==> src/rtl/q2e_pkg.sv <==
package q2e_pkg;

  // Width of the CORDIC vector datapath; covers any 24-bit operand pattern plus gain.
  localparam int DATA_W      = 52;
  // Angle accumulator, radians in Q4.20 with headroom for the pi pre-rotation.
  localparam int ACC_W       = 25;
  localparam int QIN_W       = 24;
  localparam int PROD_W      = 48;
  localparam int S_W         = 24;
  localparam int THR_W       = 23;
  localparam int RAD_W       = 45;
  localparam int ROOT_W      = 23;
  localparam int SQRT_STAGES = ROOT_W;
  // Side data travels from the operand stage to the CORDIC input.
  localparam int SIDE_DLY    = SQRT_STAGES + 2;
  localparam int AX_W        = 22;
  localparam int AYZ_W       = 23;

  localparam logic signed [S_W-1:0]   ONE_Q22     = S_W'(4194304);
  localparam logic signed [ACC_W-1:0] PI_Q20      = ACC_W'(3294199);
  localparam logic signed [ACC_W-1:0] HALF_PI_Q20 = ACC_W'(1647100);
  localparam logic [THR_W-1:0]        THR_RESET   = THR_W'(4194262);

  typedef struct packed {
    logic signed [S_W-1:0]    s;
    logic                     locked;
    logic signed [DATA_W-1:0] yy;
    logic signed [DATA_W-1:0] yx;
    logic signed [DATA_W-1:0] zy;
    logic signed [DATA_W-1:0] zx;
  } side_t;

  function automatic logic signed [ACC_W-1:0] atan_step(input int i);
    logic signed [ACC_W-1:0] r;
    r = '0;
    unique case (i)
      0: r = ACC_W'(823550);
      1: r = ACC_W'(486170);
      2: r = ACC_W'(256879);
      3: r = ACC_W'(130396);
      4: r = ACC_W'(65451);
      5: r = ACC_W'(32757);
      6: r = ACC_W'(16383);
      7: r = ACC_W'(8192);
      8: r = ACC_W'(4096);
      9: r = ACC_W'(2048);
      default: begin
        if (i <= 20) begin
          r = ACC_W'(1) <<< (20 - i);
        end else begin
          r = '0;
        end
      end
    endcase
    return r;
  endfunction

endpackage

==> src/rtl/q2e_isqrt.sv <==
module q2e_isqrt (
  input  logic                          clk_i,
  input  logic                          rst_ni,
  input  logic                          vld_i,
  input  logic [q2e_pkg::RAD_W-1:0]     rad_i,
  output logic                          vld_o,
  output logic [q2e_pkg::ROOT_W-1:0]    root_o
);

  localparam int N  = q2e_pkg::SQRT_STAGES;
  localparam int TW = q2e_pkg::RAD_W + 2;

  logic                        vld_q  [N];
  logic [q2e_pkg::RAD_W-1:0]   rem_q  [N];
  logic [q2e_pkg::ROOT_W-1:0]  root_q [N];

  // One result bit per stage, most significant first; rem holds v - root^2.
  for (genvar k = 0; k < N; k++) begin : g_stage
    localparam int B = N - 1 - k;
    logic                       vin;
    logic [q2e_pkg::RAD_W-1:0]  rin;
    logic [q2e_pkg::ROOT_W-1:0] oin;
    logic [TW-1:0]              trial;
    logic                       take;

    if (k == 0) begin : g_first
      assign vin = vld_i;
      assign rin = rad_i;
      assign oin = '0;
    end else begin : g_next
      assign vin = vld_q[k-1];
      assign rin = rem_q[k-1];
      assign oin = root_q[k-1];
    end

    assign trial = (TW'(oin) << (B + 1)) | (TW'(1) << (2 * B));
    assign take  = TW'(rin) >= trial;

    always_ff @(posedge clk_i or negedge rst_ni) begin
      if (!rst_ni) begin
        vld_q[k] <= 1'b0;
      end else begin
        vld_q[k] <= vin;
      end
    end

    always_ff @(posedge clk_i) begin
      if (vin) begin
        if (take) begin
          rem_q[k]  <= q2e_pkg::RAD_W'(TW'(rin) - trial);
          root_q[k] <= oin | (q2e_pkg::ROOT_W'(1) << B);
        end else begin
          rem_q[k]  <= rin;
          root_q[k] <= oin;
        end
      end
    end
  end

  assign vld_o  = vld_q[N-1];
  assign root_o = root_q[N-1];

endmodule

==> config.mk <==
export PLATFORM = sky130hd
export DESIGN_NAME = q2e_isqrt
export DESIGN_NICKNAME = d
export VERILOG_FILES = /design/src/rtl/q2e_pkg.sv /design/src/rtl/q2e_isqrt.sv
export SDC_FILE = /design/constraint.sdc
export NUM_CORES = 2
export LEC_CHECK = 0
export BUFFER_PORTS_ARGS = -buffer_cell sky130_fd_sc_hd__buf_2
export CAP_MARGIN = 25
export CORE_ASPECT_RATIO = 0.7
export CORE_MARGIN = 2
export CORE_UTILIZATION = 59
export CTS_BUF_LIST = sky130_fd_sc_hd__clkbuf_4 sky130_fd_sc_hd__clkbuf_8
export DETAILED_ROUTE_END_ITERATION = 7
export PLACE_DENSITY = 0.78
export SYNTH_ARGS = -nofsm -noshare
export SYNTH_HDL_FRONTEND = slang
export SYNTH_SLANG_ARGS = --single-unit
==> constraint.sdc <==
create_clock -name clk_i -period 3.05 [get_ports clk_i]
set_input_delay 0.305 -clock clk_i [delete_from_list [all_inputs] [get_ports clk_i]]
set_output_delay 0.305 -clock clk_i [all_outputs]
set_load 0.1 [all_outputs]
== Word level (Yosys, flattened, before mapping) ==
Memory sizes are Yosys's and may differ from the RTL's.
Index checks and enable logic that the tools add are counted.
Storage, ports and cells
  register bits after elaboration: 23
  bits in writable memories: 1564
  input port bits: 48
  output and inout port bits: 24
  word-level logic and storage cells: 301
  memories kept: 2
Operators by class
  add/sub/neg operators: 23
  magnitude comparators: 23
  mux-type cells: 184
  bitwise operators: 46
Memory list
  rem_q: depth 23, bits a word 45, rd ports 22, clocked after Yosys merged registers in 0, wr ports 23, line q2e_isqrt.sv:14  | logic [q2e_pkg::RAD_W-1:0] rem_q [N];
  root_q: depth 23, bits a word 23, rd ports 23, clocked after Yosys merged registers in 0, wr ports 23, line q2e_isqrt.sv:15  | logic [q2e_pkg::ROOT_W-1:0] root_q [N];
Operators by type and width (count)
  45-bit 2-to-1 mux: 23
  23-bit 2-to-1 mux: 23
  1-bit 2-to-1 mux: 138
  1-bit bitwise OR: 46
  45-bit by 24-bit greater-or-equal comparator with 1-bit output: 1
  45-bit by 25-bit greater-or-equal comparator with 1-bit output: 1
  45-bit by 26-bit greater-or-equal comparator with 1-bit output: 1
  45-bit by 27-bit greater-or-equal comparator with 1-bit output: 1
  45-bit by 28-bit greater-or-equal comparator with 1-bit output: 1
  45-bit by 29-bit greater-or-equal comparator with 1-bit output: 1
  45-bit by 30-bit greater-or-equal comparator with 1-bit output: 1
  45-bit by 31-bit greater-or-equal comparator with 1-bit output: 1
  45-bit by 32-bit greater-or-equal comparator with 1-bit output: 1
  45-bit by 33-bit greater-or-equal comparator with 1-bit output: 1
  45-bit by 34-bit greater-or-equal comparator with 1-bit output: 1
  45-bit by 35-bit greater-or-equal comparator with 1-bit output: 1
  45-bit by 36-bit greater-or-equal comparator with 1-bit output: 1
  45-bit by 37-bit greater-or-equal comparator with 1-bit output: 1
  45-bit by 38-bit greater-or-equal comparator with 1-bit output: 1
  45-bit by 39-bit greater-or-equal comparator with 1-bit output: 1
  45-bit by 40-bit greater-or-equal comparator with 1-bit output: 1
  45-bit by 41-bit greater-or-equal comparator with 1-bit output: 1
  45-bit by 42-bit greater-or-equal comparator with 1-bit output: 1
  45-bit by 43-bit greater-or-equal comparator with 1-bit output: 1
  26 further kinds: 26

== Logic depth before layout (Yosys ltp) ==
An unclocked memory read counts as a cell.
  depth in word-level cells: 6
  depth in mapped cells: 14
  mapped depth without buffers: 11

== Least setup slack after synthesis ==
OpenSTA, ideal clock, no wires.
  path kind: reg2reg
  from: memory rem_q[9][54] (netlist name)
  to: memory rem_q[10][17] (netlist name), data pin
  setup time: 0.169 ns
  data arrival time: 2.894 ns
  setup slack: -0.013 ns
  stages on the path, launching flop included: 13
  path buffers: 3
  clock period less this slack: 3.063 ns
  cell sequence: edfxtp_1 ha_1 clkbuf_1 and4_1 o2111ai_1 o2111ai_1 a211oi_1 o21bai_1 a2111oi_2 clkbuf_1 buf_2 nand2_1 o31ai_1
RTL lines (line)
  from (decl): q2e_isqrt.sv:14

==> key figures <==
Finish
  • Nets: 6134
  • Final core utilization: 72.45%
  • Final cell count without fillers: 7317
  • Area grow syn2layout: 21.89%
  • Final instance area: 75390 um2
  • Commonest non-fill, non-tap cell in the layout: edfxtp_1
  • Most frequent cells in the layout: 1266 x edfxtp_1, 597 x buf_4, 363 x nand2_1
  • Layout cells sized above 1: 23.31%

Timing
  • Tmin final: 3.134 ns
  • Final Max Slew Viols: 0
  • Worst slew pin tran: 0.9495 ns
  • Hold Fails Final Rpt: 0
  • Skew final: 0.06607 ns
  • Final Cycle Share: 102.8%
  • Final setup viols: 9
  • FMAX: 319.1 MHz
  • RSZ-0062 raised after global routing: yes
  • Setup WS post-layout: -0.08395 ns
  • Slew Limit Headroom: 36.70%

Synthesis
  • Synth cell types: 93
  • XOR/XNOR share of the synthesized area: 5.834%
  • Avg Inst Size Synth: 12.57 um2
  • Ranking of synthesized cells by area: edfxtp_1 61%, ha_1 6.0%, xnor2_1 3.1%
  • Synth warn: 0
  • Mux contribution to synthesized area: 0.6858%
  • Syn Std Cell Area: 61850 um2
  • EDFF count, synth: 1266
  • Top FF cell, synth: edfxtp_1
  • Adder-Cell Fraction of Synth Area: 5.968%
  • Post-Syn Nets: 5264
  • Share of Yosys cell area claimed by the top area cell type: 61.47%
  • Register area share after synthesis: 62.40%
  • Post-Synthesis Cells: 4921
  • Asr flop ratio synth: 1.784%
  • Largest family of logic cells by synthesized area: simple AND/OR/NAND/NOR gates
  • Area leader, netlist: edfxtp_1
  • Synth Area in Compound Gates: 9.425%
  • Post-synthesis register bit count: 1289
  • Simple-gate area share of the yosys netlist: 12.75%

Clock tree
  • CTS max path bufs: 3
  • CTS buffer count: 188
  • H-tree depth: 4
  • Clk_lat worst skew: 0.95 ns
  • Reg clk slew, reported paths: 0.08 ns
  • CTS root buffer: clkbuf_8
  • CTS tree: yes
  • TritonCTS sink count: 1289

Drt
  • DR pass1 iterations: 6
  • DRC viols: 0
  • WL final: 173.2 mm
  • DRT antenna net count: 0
  • Routed wire length per instance: 23.67 um
  • Vias per cell: 6.135
  • DR vias: 44890
  • Initial DRC Count: 5911

Job
  • Max-cap viol count: 0

Worst setup path
  • CP startpoint: rem_q[6][36]$_DFFE_PP_
  • CP Max Fanout: 4
  • RR Startpoint: rem_q[6][36]$_DFFE_PP_
  • Critical path class: flip-flop to flip-flop
  • Critical Path RT: 3.74 ns
  • RR Endpoint: rem_q[6][80]$_DFFE_PP_
  • R2r setup slk: -0.08 ns
  • Critical path startpoint category: flip-flop
  • WP data arrival: 3.82 ns
  • Register-to-Register Path Depth: 8
  • Crit end category: flip-flop

Power
  • Net Sw Frac: 34.46%
  • P_int: 39.31 mW
  • Clock network power share: 25.0%
  • Sequential share of power: 41.7%
  • Total Power: 59.98 mW
  • VDD IR-drop max: 605.8 uV
  • Leak: 28.99 nW
  • Comb pwr share: 33.3%
  • PD cells: 795.6 nW/um2
  • P_sw: 20.67 mW

Placed design
  • Placer congestion estimate: 0.9962
  • Placed cell area: 67680 um2
  • I/O Buffers: 71
  • Post-DP HPWL: 121.3 mm
  • Cells after DPL: 6791
  • Pre-CTS setup slack: -0.3243 ns

Min path
  • Hold WC Path Type: primary input to flip-flop
  • Hold Crit Start: rad_i[34]
  • Worst Hold Endpoint: rem_q[0][34]$_DFFE_PP_
  • Cells on Worst Hold Path: 2

Floorplanning
  • I/O pins: 72
  • Core ar.: 104100 um2
  • Initial Utilization: 59.44%
  • DIE HEIGHT: 274.9 um
  • Die footprint: 107500 um2
  • Row count: 99
  • Chip width: 391.0 um

GRT
  • Largest net degree at the start of global routing: 69
  • GRT Total Usage: 31.48%
  • First-pass GRT wire length: 253.5 mm
  • Initial antenna violation count: 10
  • Number of global-route vias before repair: 41180
  • Aggregate global routing overflow: 0

Outcome
  • Run status: finished with violations
  • Failing checks: setup timing
[synthesized netlist by cell type, drive strengths merged (17+ instances only)]
master and number:
edfxtp 1266, nand2 368, inv 360, ha 295, nor2 269, o21ai 261, a21oi 259, xnor2 216
xor2 196, nor4 183, nor3 119, nand3 107, a21o 104, clkbuf 97, nand4 75, nand2b 58
o21a 58, or4 47, nor2b 42, or3 36, nor4b 34, a211oi 29, mux2 27, and3 26
o21bai 26, dfrtp 23, or2 23, o211ai 21, a31oi 20, o31ai 20, nor3b 19, buf 17
[sequential cells by signal, summed over array words and instances, names as in the netlist]
name,cells
vld_o,1
rem_q,990
g_stage.vin,22
root_q,276
[per-layer routing]
layer,track usage [%],wire (um),vias up
met1,50.20,76540,21700
met3,11.21,25140,297
met2,40.12,67930,2598
li1,-,-,20280
met5,0,68,-
met4,8.200,3541,12
[worst max path at each step]
stage / to / slack [ns]
finish: rem_q[6][80]$_DFFE_PP_ / -0.08
global route: rem_q[6][80]$_DFFE_PP_ / -0.19
CTS: rem_q[8][80]$_DFFE_PP_ / 0.002
detailed placement: rem_q[8][84]$_DFFE_PP_ / -0.32
global placement: rem_q[8][69]$_DFFE_PP_ / -0.32
floorplan: rem_q[10][73]$_DFFE_PP_ / 0.03
[worst max-delay path: stages, from the launching register on]
cell and delay, ns:
edfxtp_1 0.43, or3_1 0.40, or4_4 0.53, or4b_4 0.52, a311oi_4 0.31, o21ai_2 0.15, nand3_2 0.10, nor3_1 0.06
xor2_1 0.36
[cells by family after synthesis]
group / Yosys count
AO/OA/AOI/OAI: 925
adder cells (fa/ha/maj): 295
flip-flops: 1289
XOR/XNOR: 412
AND/OR/NAND/NOR: 1487
buffers and inverters: 474
multiplexers: 39
[timing repair]
| action | 4_1_cts | 5_1_grt |
|---|---|---|
| cloned | 1 | 6 |
| gates resized for setup | 86 | 305 |
| setup buffers | 10 | 69 |
| pin swaps | 19 | 99 |
| endpoints found under the hold margin | 70 | 0 |
| endpoints found under the setup margin | 178 | 284 |
| hold buffers | 87 | 0 |
[through the flow]
step	hold WS, ns	setup TNS, ns
detailed placement	0.3982	-19.31
floorplan	0.009409	0
finish	0.1115	-0.3110
CTS	0.004182	0
global placement	0.3981	-13.44
global route	0.07993	-3.727
[final cells by class]
class                   count  area, um2
multi-input cells        3158      23350
clock inverters            93      903.4
fillers                  6766      28660
diodes                      3      7.507
clock buffers             257       3156
inverters                 360       1354
well taps                1363       1705
repair buffers            794       6297
flip-flops and latches   1289      38620
[power by group through the flow]
stage / logic (mW) / registers [mW] / clock network, mW
global placement: 17.2 / 25.2 / 0
CTS: 18.0 / 24.9 / 15.0
finish: 19.9 / 25.0 / 15.0
floorplan: 10.8 / 24.6 / 0
detailed placement: 17.5 / 25.2 / 0
global route: 21.5 / 25.2 / 15.9
(Power assumes the default switching activity.)
